## config.mk

```make
export PLATFORM = sky130hd
export DESIGN_NAME = bus_mouse_ppi_counter_port_unit
export DESIGN_NICKNAME = d
export VERILOG_FILES = /design/src/rtl/core/bmpc_pkg.sv /design/src/rtl/core/bus_mouse_ppi_counter_port_unit.sv
export SDC_FILE = /design/constraint.sdc
export NUM_CORES = 1
export LEC_CHECK = 0
export BUFFER_PORTS_ARGS = -buffer_cell sky130_fd_sc_hd__buf_2
export CORE_MARGIN = 3
export CORE_UTILIZATION = 60
export DETAILED_ROUTE_END_ITERATION = 10
export PLACE_DENSITY_LB_ADDON = 0.08
export SYNTH_ARGS = -nofsm -noshare
export SYNTH_HDL_FRONTEND = slang
export SYNTH_SLANG_ARGS = --single-unit
```

## constraint.sdc

```tcl
create_clock -name clk -period 10.9 [get_ports clk]
set_clock_uncertainty 0.1 [all_clocks]
set_input_delay 0 -clock clk [delete_from_list [all_inputs] [get_ports clk]]
set_output_delay 0 -clock clk [all_outputs]
set_load 0.1 [all_outputs]
```

## src/rtl/core/bmpc_pkg.sv

```systemverilog
// Shared types and constants for the bus mouse counter port.
package bmpc_pkg;

  typedef enum logic [1:0] {
    ACT_WRITE = 2'd0,
    ACT_READ  = 2'd1,
    ACT_MOVE  = 2'd2,
    ACT_TICK  = 2'd3
  } action_t;

  typedef enum logic [1:0] {
    PORT_A    = 2'd0,
    PORT_B    = 2'd1,
    PORT_C    = 2'd2,
    PORT_CTRL = 2'd3
  } port_t;

  localparam logic [7:0] MODE_DEFAULT_WORD = 8'h93;
  localparam logic [7:0] PC_RESET          = 8'h10;

  // port C bit positions
  localparam int PC_HOLD_BIT     = 7;
  localparam int PC_SEL_Y_BIT    = 6;
  localparam int PC_SEL_HIGH_BIT = 5;
  localparam int PC_IRQ_MASK_BIT = 4;

  // control word with this bit set is a mode word
  localparam int CTRL_MODE_BIT = 7;

  localparam logic [7:0] NIBBLE_MASK   = 8'h0f;
  localparam logic [7:0] PA_LEFT_UP    = 8'h80;
  localparam logic [7:0] PA_RIGHT_UP   = 8'h20;
  localparam logic [7:0] PA_FIXED_ONES = 8'h50;

  localparam logic [15:0] PERIOD_RESET = 16'd1;

  // register byte addresses on the config port
  localparam logic [2:0] ADDR_IRQ_PERIOD = 3'd0;

endpackage

```

## src/rtl/core/bus_mouse_ppi_counter_port_unit.sv

```systemverilog
// Bus mouse counter port behind a parallel port interface: top level.
// Takes one word per clock unless stalled; returns one result word per input word,
// from a single output register; input is stalled only while that register holds an
// untaken result. Movement words add saturating signed deltas to the X/Y counters and
// latch the buttons; a rising hold bit on a port C write moves the counters into the
// held copies and clears them; port A reads return a nibble of a held copy with button
// and fixed bits; ticks count toward irq_period_ticks (APB offset 0, reset 1, zero acts
// as one) and pulse irq_pulse unless port C bit 4 masks it. Non-read results carry zero
// read_data.
module bus_mouse_ppi_counter_port_unit (
  input  logic        clk,
  input  logic        rst,
  // input words
  input  logic        item_valid,
  output logic        item_stall,
  input  logic [1:0]  action,
  input  logic [1:0]  port_index,
  input  logic [7:0]  write_data,
  input  logic signed [7:0] move_dx,
  input  logic signed [7:0] move_dy,
  input  logic        left_pressed,
  input  logic        right_pressed,
  // result words
  output logic        result_valid,
  input  logic        result_stall,
  output logic [7:0]  read_data,
  output logic        read_valid,
  output logic        irq_pulse,
  // config port
  input  logic        psel,
  input  logic        penable,
  input  logic        pwrite,
  input  logic [2:0]  paddr,
  input  logic [31:0] pwdata,
  output logic [31:0] prdata,
  output logic        pready
);

  logic [15:0] irq_period_ticks;
  logic [7:0]  port_c_latch, port_c_latch_next;
  logic [7:0]  mode_word, mode_word_next;
  logic [7:0]  x_counter, x_counter_next;
  logic [7:0]  y_counter, y_counter_next;
  logic [7:0]  x_held, x_held_next;
  logic [7:0]  y_held, y_held_next;
  logic [1:0]  button_bits, button_bits_next;
  logic [15:0] tick_count, tick_count_next;

  logic [7:0]  read_data_next;
  logic        read_valid_next;
  logic        irq_pulse_next;

  logic        accept;
  logic        cfg_write;
  logic [16:0] tick_inc;
  logic [7:0]  sel_src;
  logic [7:0]  port_a_value;

  assign item_stall = result_valid & result_stall;
  assign accept     = item_valid & ~item_stall;

  assign pready    = 1'b1;
  assign cfg_write = psel & penable & pwrite & pready;
  assign prdata    = (paddr == bmpc_pkg::ADDR_IRQ_PERIOD) ? {16'd0, irq_period_ticks} : 32'd0;

  always_ff @(posedge clk) begin
    if (rst) begin
      irq_period_ticks <= bmpc_pkg::PERIOD_RESET;
    end else if (cfg_write && paddr == bmpc_pkg::ADDR_IRQ_PERIOD) begin
      irq_period_ticks <= pwdata[15:0];
    end
  end

  function automatic logic [7:0] sat_add(input logic [7:0] cnt, input logic [7:0] delta);
    logic signed [8:0] sum;
    begin
      sum = $signed({cnt[7], cnt}) + $signed({delta[7], delta});
      if (sum > 9'sd127) begin
        sat_add = 8'h7f;
      end else if (sum < -9'sd128) begin
        sat_add = 8'h80;
      end else begin
        sat_add = sum[7:0];
      end
    end
  endfunction

  always_comb begin
    sel_src = port_c_latch[bmpc_pkg::PC_SEL_Y_BIT] ? y_held : x_held;
    if (port_c_latch[bmpc_pkg::PC_SEL_HIGH_BIT]) begin
      sel_src = {4'd0, sel_src[7:4]};
    end
    port_a_value = (sel_src & bmpc_pkg::NIBBLE_MASK) | bmpc_pkg::PA_FIXED_ONES;
    if (!button_bits[0]) port_a_value = port_a_value | bmpc_pkg::PA_LEFT_UP;
    if (!button_bits[1]) port_a_value = port_a_value | bmpc_pkg::PA_RIGHT_UP;
  end

  assign tick_inc = {1'b0, tick_count} + 17'd1;

  always_comb begin
    port_c_latch_next = port_c_latch;
    mode_word_next    = mode_word;
    x_counter_next    = x_counter;
    y_counter_next    = y_counter;
    x_held_next       = x_held;
    y_held_next       = y_held;
    button_bits_next  = button_bits;
    tick_count_next   = tick_count;
    read_data_next    = 8'd0;
    read_valid_next   = 1'b0;
    irq_pulse_next    = 1'b0;

    case (action)
      bmpc_pkg::ACT_WRITE: begin
        if (port_index == bmpc_pkg::PORT_C) begin
          // hold snapshot only on a low-to-high edge of bit 7
          if (write_data[bmpc_pkg::PC_HOLD_BIT] && !port_c_latch[bmpc_pkg::PC_HOLD_BIT]) begin
            x_held_next    = x_counter;
            y_held_next    = y_counter;
            x_counter_next = 8'd0;
            y_counter_next = 8'd0;
          end
          port_c_latch_next = write_data;
        end else if (port_index == bmpc_pkg::PORT_CTRL) begin
          if (write_data[bmpc_pkg::CTRL_MODE_BIT]) mode_word_next = write_data;
        end
      end
      bmpc_pkg::ACT_READ: begin
        read_valid_next = 1'b1;
        case (port_index)
          bmpc_pkg::PORT_A:    read_data_next = port_a_value;
          bmpc_pkg::PORT_C:    read_data_next = port_c_latch;
          bmpc_pkg::PORT_CTRL: read_data_next = mode_word;
          default:             read_data_next = 8'd0;
        endcase
      end
      bmpc_pkg::ACT_MOVE: begin
        x_counter_next   = sat_add(x_counter, move_dx);
        y_counter_next   = sat_add(y_counter, move_dy);
        button_bits_next = {right_pressed, left_pressed};
      end
      default: begin
        // a period of zero behaves as one since the increment is always at least one
        if (tick_inc >= {1'b0, irq_period_ticks}) begin
          tick_count_next = 16'd0;
          irq_pulse_next  = ~port_c_latch[bmpc_pkg::PC_IRQ_MASK_BIT];
        end else begin
          tick_count_next = tick_inc[15:0];
        end
      end
    endcase
  end

  always_ff @(posedge clk) begin
    if (rst) begin
      port_c_latch <= bmpc_pkg::PC_RESET;
      mode_word    <= 8'd0;
      x_counter    <= 8'd0;
      y_counter    <= 8'd0;
      x_held       <= 8'd0;
      y_held       <= 8'd0;
      button_bits  <= 2'd0;
      tick_count   <= 16'd0;
      result_valid <= 1'b0;
    end else begin
      if (accept) begin
        port_c_latch <= port_c_latch_next;
        mode_word    <= mode_word_next;
        x_counter    <= x_counter_next;
        y_counter    <= y_counter_next;
        x_held       <= x_held_next;
        y_held       <= y_held_next;
        button_bits  <= button_bits_next;
        tick_count   <= tick_count_next;
        result_valid <= 1'b1;
      end else if (!result_stall) begin
        result_valid <= 1'b0;
      end
    end
  end

  // result payload, no reset needed
  always_ff @(posedge clk) begin
    if (accept) begin
      read_data  <= read_data_next;
      read_valid <= read_valid_next;
      irq_pulse  <= irq_pulse_next;
    end
  end

`ifndef SYNTH
  a_read_gives_read_result: assert property (@(posedge clk) disable iff (rst)
    (accept && action == bmpc_pkg::ACT_READ) |=> (result_valid && read_valid))
    else $error("bus read did not produce a read result");

  a_irq_not_on_read: assert property (@(posedge clk) disable iff (rst)
    result_valid |-> !(read_valid && irq_pulse))
    else $error("interrupt pulse on a read result");

  a_data_zero_off_read: assert property (@(posedge clk) disable iff (rst)
    (result_valid && !read_valid) |-> (read_data == 8'd0))
    else $error("nonzero read data on a non-read result");

  a_masked_no_irq: assert property (@(posedge clk) disable iff (rst)
    (accept && port_c_latch[bmpc_pkg::PC_IRQ_MASK_BIT]) |=> !irq_pulse)
    else $error("interrupt pulse while masked");
`endif

endmodule

```

==> impl_metrics.tcl, run 1 <==
set metrics [dict create \
    synthesis.area_um2 5480 \
    setup_viol 0 \
    fill_cells 698 \
    hold_path_class "primary input to register" \
    synth.yosys.seq_area_share 0.358 \
    start_util 0.622 \
    grt_pass1_vias 4607 \
    clk_pin_slew_ns 0.10 \
    io_buffers 83 \
    max_freq_ghz 0.243 \
    routed_wl_mm 12.7 \
    synth_edf_count 10 \
    drc 0 \
    die_h_um 102 \
    synth_top_area_share 0.303 \
    ant_nets 0 \
    synth_area_leaders "dfxtp_1, ha_1, mux2i_1" \
    worst_pin_slew_ns 1.01 \
    yosys_warnings 0 \
    grt_max_degree 63 \
    antenna_found_initial 0 \
    timing.final.crit_share 0.378 \
    postPlaceCellArea_um2 5830 \
    async_reset_ff_frac 0 \
    tns_ns 0 \
    grt_usage 0.256 \
    pwr_density_cell_nw_per_um2 115 \
    slew_headroom 0.326 \
    post-route-min-period_ns 4.12 \
    htree_levels 3 \
    synth.largest_area_cell "dfxtp_1" \
    final_hold_viol_count 0 \
    insertion_delay_ns 0.35 \
    num-nets-final 833 \
    ys_types 66 \
    drive_above_1_share 0.170 \
    numCtsBuffers 9 \
    num_vias 4788 \
    cap_violations 0 \
    gp_congestion 0.846 \
    synthFlopType "dfxtp_1" \
    post_drt_wl_per_cell_um 15.1 \
    ir_drop_mv 0.0622 \
    worstPathArrival_ns 4.24 \
    dp_hpwl_mm 9.32 \
    status "finished, final reports clean" \
    drt_iter0_markers 178 \
    synth_common_cells "dfxtp_1, nand2_1, nor2_1, a21oi_1" \
    start_kind "register" \
    maxSlewViolCount 0 \
    io-pin-count 117 \
    ys_seq_elements 93 \
    diodes 0 \
    dieArea_um2 10300 \
    path_class "register to register" \
    cts_tree "done" \
    grt_pass1_wl_mm 21.4 \
    grt_setup_unrepaired "no" \
    first_pass_iters 5 \
    cts_buffer_depth 2 \
    final_area_um2 6350 \
    numClockSinks 93 \
    p_leak_nw 2.74 \
    cp.required_ns 11.03 \
    yosys.cell_count.top_type "dfxtp_1" \
    viasPerCell 5.71 \
    cts_root_buffer "clkbuf_8" \
    avgSynthCellArea_um2 8.67 \
    end_kind "register" \
    dieWidth_um 102 \
    area_growth_pct 15.8 \
    grt_overflow_total 0 \
    path_max_fanout 23 \
    core_area_um2 8810 \
    num_rows 34 \
    syn_inst 632 \
]
[final timing paths]
| path | from | endpoint | slack, ns | cells past startpoint |
|---|---|---|---|---|
| worst min register to register | button_bits[1] | button_bits[1] | 0.37 | 2 |
| worst min-delay path | move_dy[1] | y_counter[1] | 0.02 | 4 |
| worst max-delay path | tick_count[0] | tick_count[3] | 6.78 | 14 |
| worst max register to register | tick_count[0] | tick_count[3] | 6.78 | 14 |
[cell usage in the layout, fill, tap and decap left out, drive strengths merged, types with 17 or more instances in the layout]
master	Yosys	routed
buf	24	86
and2	18	18
a21oi	45	45
mux2i	36	36
ha	33	33
a31oi	19	19
inv	36	38
dfxtp	83	83
conb	2	17
nand3	26	26
dlygate4sd3	0	32
nand2	74	74
nor2	54	54
[worst max-delay path: stages, from the launching register on]
cell and delay [ns]:
dfxtp_1 0.44, ha_1 0.28, nand3_1 0.19, nor3_1 0.68
nand3_1 0.19, nand2_1 0.11, nand2_1 0.06, ha_1 0.31
nand4_2 0.15, or4_4 0.57, a31oi_4 0.23, nor4_4 0.05
buf_4 0.24, nand3_1 0.27, o22ai_1 0.13
[flip-flops by register name, indices dropped and copies added, names as in the netlist]
signal            flops
irq_pulse             1
port_c_latch          8
result_valid          1
x_counter             8
x_held                8
mode_word             8
irq_period_ticks     16
tick_count           16
read_valid            1
y_held                8
read_data             8
button_bits           2
y_counter             8
[cell type report]
type / count / area (um2) / area share
clock buffer: 10 / 128 / 0.0201
clock inverter: 6 / 68.8 / 0.0108
inverter: 36 / 135 / 0.0213
multi-input combinational: 468 / 3160 / 0.498
sequential: 93 / 1960 / 0.309
tap: 108 / 135 / 0.0213
timing repair buffer: 118 / 758 / 0.119
[routing by layer]
metal  share of wire  wire (um)  up-vias  track usage
met5               0          0        -            0
li1                -          -     2400            -
met1            0.47       6010     2267        0.351
met4           0.011        135        0       0.0695
met2            0.47       6000      107        0.425
met3           0.042        536       14       0.0331
[kinds of logic (layout without fill, tap and decap cells)]
group                    after synthesis  after routing  synth area share
AND/OR/NAND/NOR                      224            224             0.202
AO/OA/AOI/OAI                        124            124             0.150
flip-flops                            93             93             0.358
buffers and inverters                 86            170            0.0758
multiplexers                          46             46            0.0945
adder cells (fa/ha/maj)               38             38            0.0884
XOR/XNOR                              19             19            0.0304
other                                  2             17           0.00137
[report_power, final]
group / leakage, nW / switching [mW] / internal, mW
registers: 0.771 / 0.00542 / 0.352
logic: 1.87 / 0.0956 / 0.0442
clock network: 0.0973 / 0.124 / 0.108
[through the flow]
step | total power, mW | hold slack (ns) | worst slack [ns] | util | instances
floorplan | 0.473 | 0.0241 | 7.46 | - | 647
global placement | 0.491 | 0.118 | 6.94 | 0.662 | 791
detailed placement | 0.495 | 0.118 | 6.84 | 0.662 | 791
CTS | 0.731 | 0.00472 | 6.82 | 0.721 | 839
global route | 0.760 | 0.0231 | 6.49 | 0.721 | 839
finish | 0.729 | 0.0159 | 6.78 | 0.721 | 839
[repair_timing]
| item | CTS | global route |
|---|---|---|
| setup buffers | 0 | 0 |
| resized for setup | 0 | 0 |
| hold buffers | 32 | 0 |
| endpoints found under the hold margin | 46 | 0 |
(Power assumes the default switching activity.)
==> run 2, diff against run 1 <==
--- a/config.mk
+++ b/config.mk
@@ -5,9 +5,10 @@
 export SDC_FILE = /design/constraint.sdc
 export NUM_CORES = 1
 export LEC_CHECK = 0
+export ABC_AREA = 1
 export BUFFER_PORTS_ARGS = -buffer_cell sky130_fd_sc_hd__buf_2
 export CORE_MARGIN = 3
-export CORE_UTILIZATION = 60
+export CORE_UTILIZATION = 50
 export DETAILED_ROUTE_END_ITERATION = 10
 export PLACE_DENSITY_LB_ADDON = 0.08
 export SYNTH_ARGS = -nofsm -noshare
==> constraint.sdc (replaced) <==
create_clock -name clk -period 3.5 [get_ports clk]
set_clock_uncertainty 0.1 [all_clocks]
set_input_delay 0 -clock clk [delete_from_list [all_inputs] [get_ports clk]]
set_output_delay 0 -clock clk [all_outputs]
set_load 0.1 [all_outputs]
==> impl_metrics.tcl, run 2 <==
set metrics [dict create \
    synth_edf_count 10 \
    synth_area_leaders "dfxtp_1, nand2_1, nor2_1" \
    num_vias 5258 \
    met3_wirelength_um 598 \
    worst-path-buf-inv 2 \
    htree_levels 3 \
    setup_viol 0 \
    numCtsBuffers 9 \
    final_cell_mix "nand2_1, nor2_1, dfxtp_1, buf_2, inv_1" \
    io_buffers 83 \
    whs_ns 0.0319 \
    yosys_warnings 0 \
    wl_met2_mm 5.85 \
    fin_ws_ns 0.606 \
    end_kind "register" \
    pre_cts_ws_ns 0.591 \
    worstPathArrival_ns 2.92 \
    path_max_fanout 17 \
    slew_headroom 0.325 \
    post_drt_wl_per_cell_um 13.1 \
    synth_common_cells "nand2_1, nor2_1, dfxtp_1, inv_1, a21oi_1" \
    io-pin-count 117 \
    critPathTopFamily "simple AND/OR/NAND/NOR gates" \
    critPathMostFrequentCell "nand2_1" \
    highest_layer "met4" \
    timing.final.crit_share 0.827 \
    dieArea_um2 12400 \
    antenna_found_initial 0 \
    num-nets-final 989 \
    crit_chain "ha_1 > nand2_1 > nor2_4 > nand3_2 > o21ai_1 > nand2_1 > inv_1 > ha_1 > a21o_1 > nor2_1 > nand3_1 > nand2_1 > nand2_1 > nand2_2 > nand3_2 > nand3_2 > inv_2" \
    viasPerCell 5.14 \
    area_growth_pct 17.1 \
    tns_ns 0 \
    gp_congestion 0.879 \
    top_regs "irq_period_ticks: 16 flops, tick_count: 16 flops" \
    pwr_density_cell_nw_per_um2 363 \
    syn_inst 780 \
    max_stage_delay_ns 0.39 \
    worst_pin_slew_ns 1.01 \
    clk_pin_slew_ns 0.09 \
    post-route-min-period_ns 2.89 \
    yosys.cell_count.top_type "nand2_1" \
    diodes 0 \
    post-cts-setup-buffers 0 \
    grt_pass1_vias 4812 \
    synthesis.area_um2 5530 \
    core_area_um2 10600 \
    final_hold_viol_count 0 \
    synth_top_area_share 0.300 \
    dieWidth_um 111 \
    routedLengthMet1_mm 6.76 \
    synthFlopType "dfxtp_1" \
    status "finished, final reports clean" \
    async_reset_ff_frac 0 \
    cp.required_ns 3.53 \
    synth.largest_area_cell "dfxtp_1" \
    num_rows 37 \
    grt_overflow_total 0 \
    path_class "register to register" \
    synth.yosys.seq_area_share 0.355 \
    cap_violations 0 \
    max_freq_ghz 0.346 \
    cts_root_buffer "clkbuf_8" \
    dp_hpwl_mm 9.81 \
    insertion_delay_ns 0.37 \
    grt_setup_unrepaired "no" \
    grt_pass1_wl_mm 22.4 \
    p_leak_nw 3.04 \
    layout_commonest_cell "nand2_1" \
    drt_iter0_markers 362 \
    hold_path_class "primary input to register" \
    cts_tree "done" \
    grt_max_degree 43 \
    start_util 0.524 \
    numClockSinks 93 \
    ys_seq_elements 93 \
    ys_types 44 \
    first_pass_iters 4 \
    cp_slowest_cell "dfxtp_1" \
    ant_nets 0 \
    drive_above_1_share 0.148 \
    die_h_um 111 \
    ir_drop_mv 0.182 \
    avgSynthCellArea_um2 7.09 \
    maxSlewViolCount 0 \
    drc 0 \
    start_kind "register" \
    routed_wl_mm 13.4 \
    cts_buffer_depth 2 \
    grt_usage 0.217 \
]
==> run 2: changes by cell type after synthesis, moves of 21 or more <==
cell	before	now
a21oi_1	45	66
inv_1	36	74
mux2i_1	36	0
nand2_1	74	147
nor2_1	54	120
nor3_1	7	35
o21ai_0	11	43
==> run 2: tightest hold or removal path: stages <==
cell     delay [ns]
buf_2          0.12
fa_1           0.17
o21ai_1        0.07
a21oi_1        0.12
==> run 2: per-layer routing <==
layer / vias up / global-route usage
li1: 2727 / -
met1: 2385 / 0.305
met2: 131 / 0.342
met3: 15 / 0.0317
met4: 0 / 0.0738
met5: - / 0
==> run 2: cell type report <==
cell class | instances | area, um2
tap | 136 | 170
clock inverter | 4 | 73.8
multi-input combinational | 574 | 3050
clock buffer | 12 | 135
fill | 980 | 4080
timing repair buffer | 119 | 768
sequential | 93 | 1960
inverter | 85 | 324
==> run 2: cell families after synthesis <==
kind of cell | synth area share
buf+inv | 0.105
xor+xnor | 0.0253
other cells | 0.00136
compound gates | 0.136
flops | 0.355
fa+ha+maj | 0.0818
simple gates | 0.296
==> run 2: report_power, final <==
group,switching (mW),total (mW),internal [mW]
logic,0.327,0.452,0.125
registers,0.0161,1.12,1.10
clock network,0.382,0.786,0.404
total,0.724,2.35,1.63
==> run 2: worst paths after layout <==
path | start | endpoint | slack (ns) | cells after the start
min reg2reg | mode_word[5] | mode_word[5] | 0.38 | 2
min | move_dy[1] | y_counter[1] | 0.03 | 4
max | tick_count[1] | irq_pulse | 0.61 | 17
max reg2reg | tick_count[1] | irq_pulse | 0.61 | 17
==> run 2: repair_timing <==
action,in CTS,in global routing
resized for setup,0,0
hold endpoints to repair,47,0
hold buffers,33,0
==> run 2: through the flow <==
step | instance area (um2) | util | cells | power [mW]
after floorplan | 5590 | - | 795 | 1.49
after global placement | 5940 | 0.563 | 974 | 1.56
after detailed placement | 5940 | 0.563 | 974 | 1.56
after CTS | 6480 | 0.614 | 1023 | 2.37
after global routing | 6480 | 0.614 | 1023 | 2.44
final | 6480 | 0.614 | 1023 | 2.35
==> run 3, diff against run 2 <==
--- a/config.mk
+++ b/config.mk
@@ -5,10 +5,10 @@
 export SDC_FILE = /design/constraint.sdc
 export NUM_CORES = 1
 export LEC_CHECK = 0
-export ABC_AREA = 1
+export ABC_AREA = 0
 export BUFFER_PORTS_ARGS = -buffer_cell sky130_fd_sc_hd__buf_2
 export CORE_MARGIN = 3
-export CORE_UTILIZATION = 50
+export CORE_UTILIZATION = 55
 export DETAILED_ROUTE_END_ITERATION = 10
 export PLACE_DENSITY_LB_ADDON = 0.08
 export SYNTH_ARGS = -nofsm -noshare
==> constraint.sdc (replaced) <==
create_clock -name clk -period 2.9 [get_ports clk]
set_clock_uncertainty 0.1 [all_clocks]
set_input_delay 0 -clock clk [delete_from_list [all_inputs] [get_ports clk]]
set_output_delay 0 -clock clk [all_outputs]
set_load 0.1 [all_outputs]
==> impl_metrics.tcl, run 3 (synthesis gave the netlist of run 1 again) <==
set metrics [dict create \
    max_freq_ghz 0.317 \
    area_growth_pct 25.8 \
    cts_tree "done" \
    clkPwrFrac 0.309 \
    grt_pass1_vias 4698 \
    path_class "register to register" \
    worst_pin_slew_ns 0.854 \
    post-route-min-period_ns 3.15 \
    top_regs "irq_period_ticks: 16 flops, tick_count: 16 flops" \
    diodes 0 \
    clk_pin_slew_ns 0.10 \
    dieArea_um2 11200 \
    cp.required_ns 3.07 \
    reg2reg_to "tick_count[12]" \
    p_int_mw 1.83 \
    first_pass_iters 5 \
    seq_power_share 0.492 \
    drc 0 \
    r2r_slack_ns -0.25 \
    fin_ws_ns -0.250 \
    core_area_um2 9460 \
    hold_start "move_dx[0]" \
    setup_viol 17 \
    drive_above_1_share 0.232 \
    cts_buffer_depth 2 \
    dp_cells 840 \
    crit_chain "ha_4 > nand3_4 > nor3_4 > buf_6 > xor2_2 > ha_1 > a211o_1 > o211ai_1 > a31oi_4 > nor4_4 > nand3_2 > o22ai_1" \
    total_power_mw 2.72 \
    end_kind "register" \
    layout_commonest_cell "buf_2" \
    cp_slowest_cell "dfxtp_4" \
    pre_cts_ws_ns -0.211 \
    start_kind "register" \
    grt_setup_unrepaired "yes" \
    worstPathArrival_ns 3.32 \
    gp_congestion 0.898 \
    io_buffers 83 \
    num_rows 35 \
    reg2reg_from "tick_count[0]" \
    grt_overflow_total 0 \
    start_util 0.579 \
    slew_headroom 0.428 \
    violations "setup timing" \
    numClockSinks 93 \
    pwr_density_cell_nw_per_um2 395 \
    numCtsBuffers 9 \
    grt_usage 0.244 \
    die_h_um 106 \
    swShare 0.328 \
    p_leak_nw 3.02 \
    num_vias 4948 \
    dieWidth_um 106 \
    final_hold_viol_count 0 \
    whs_ns 0.0609 \
    hold_end "x_counter[0]" \
    ff2ff_path_depth 12 \
    final_cells 904 \
    insertion_delay_ns 0.36 \
    timing.final.crit_share 1.09 \
    ir_drop_mv 0.258 \
    io-pin-count 117 \
    grt_max_degree 47 \
    dp_hpwl_mm 9.83 \
    final_cell_mix "buf_2, dfxtp_1, nand2_1, nor2_1, dlygate4sd3_1" \
    htree_levels 3 \
    cap_violations 0 \
    grt_pass1_wl_mm 22.5 \
    cts_root_buffer "clkbuf_8" \
    maxSlewViolCount 0 \
    hold_path_class "primary input to register" \
    viasPerCell 5.47 \
    post_drt_wl_per_cell_um 15.2 \
    routed_wl_mm 13.7 \
    pwr-share-comb 0.199 \
    hold_depth 4 \
    status "finished with violations" \
    power.switching_mw 0.893 \
    path_max_fanout 7 \
    ant_nets 0 \
    antenna_found_initial 0 \
    num-nets-final 877 \
    drt_iter0_markers 228 \
    max_stage_delay_ns 0.38 \
]
==> run 3: timing repair <==
action,CTS,global route
hold buffers,44,0
buffers inserted,3,1
pin swaps,3,12
setup endpoints to repair,17,17
resized for setup,8,12
hold endpoints to repair,51,0
==> run 3: per-stage QoR <==
stage | cell area, um2 | TNS [ns] | util
final | 6890 | -2.99 | 0.729
after detailed placement | 6120 | -2.17 | 0.647
after global placement | 6120 | -1.36 | 0.647
after global routing | 6890 | -5.50 | 0.729
after floorplan | 5600 | -0.0296 | -
after CTS | 6830 | -1.88 | 0.722
==> run 3: layout make-up <==
cell class,instances,area (um2)
multi-input cells,468,3300
fillers,754,2560
repair buffers,162,1130
clock inverters,7,65.1
clock buffers,9,124
inverters,36,135
flip-flops and latches,93,1970
well taps,129,161
==> run 3: routing by layer <==
layer | track usage | part of all wire | vias up
met3 | 0.0435 | 0.053 | 12
li1 | - | - | 2473
met2 | 0.383 | 0.47 | 151
met5 | 0 | 0 | -
met1 | 0.346 | 0.47 | 2312
met4 | 0.0685 | 0.011 | 0
==> run 3: worst max path at each step <==
stage / slack, ns / to / cells after the start / start
after floorplan: -0.008 / tick_count[3] / 12 / tick_count[3]
after global routing: -0.39 / tick_count[12] / 12 / tick_count[0]
after CTS: -0.20 / tick_count[12] / 12 / tick_count[1]
after global placement: -0.13 / tick_count[3] / 14 / tick_count[1]
final: -0.25 / tick_count[12] / 12 / tick_count[0]
after detailed placement: -0.21 / tick_count[3] / 14 / tick_count[1]
==> run 3: power by group through the flow <==
stage	Combinational (mW)	Sequential (mW)	Clock [mW]
floorplan	0.351	1.42	0
global placement	0.483	1.37	0
detailed placement	0.492	1.37	0
CTS	0.535	1.34	0.856
global route	0.583	1.34	0.917
finish	0.541	1.34	0.843
==> run 3: critical path, delay by kind of cell, from the launching register on <==
family | cells | cell delay, ns
AO/OA/AOI/OAI | 4 | 0.88
XOR/XNOR | 1 | 0.13
adder cells (fa/ha/maj) | 2 | 0.43
buffers and inverters | 1 | 0.16
flip-flops | 1 | 0.38
AND/OR/NAND/NOR | 4 | 0.98
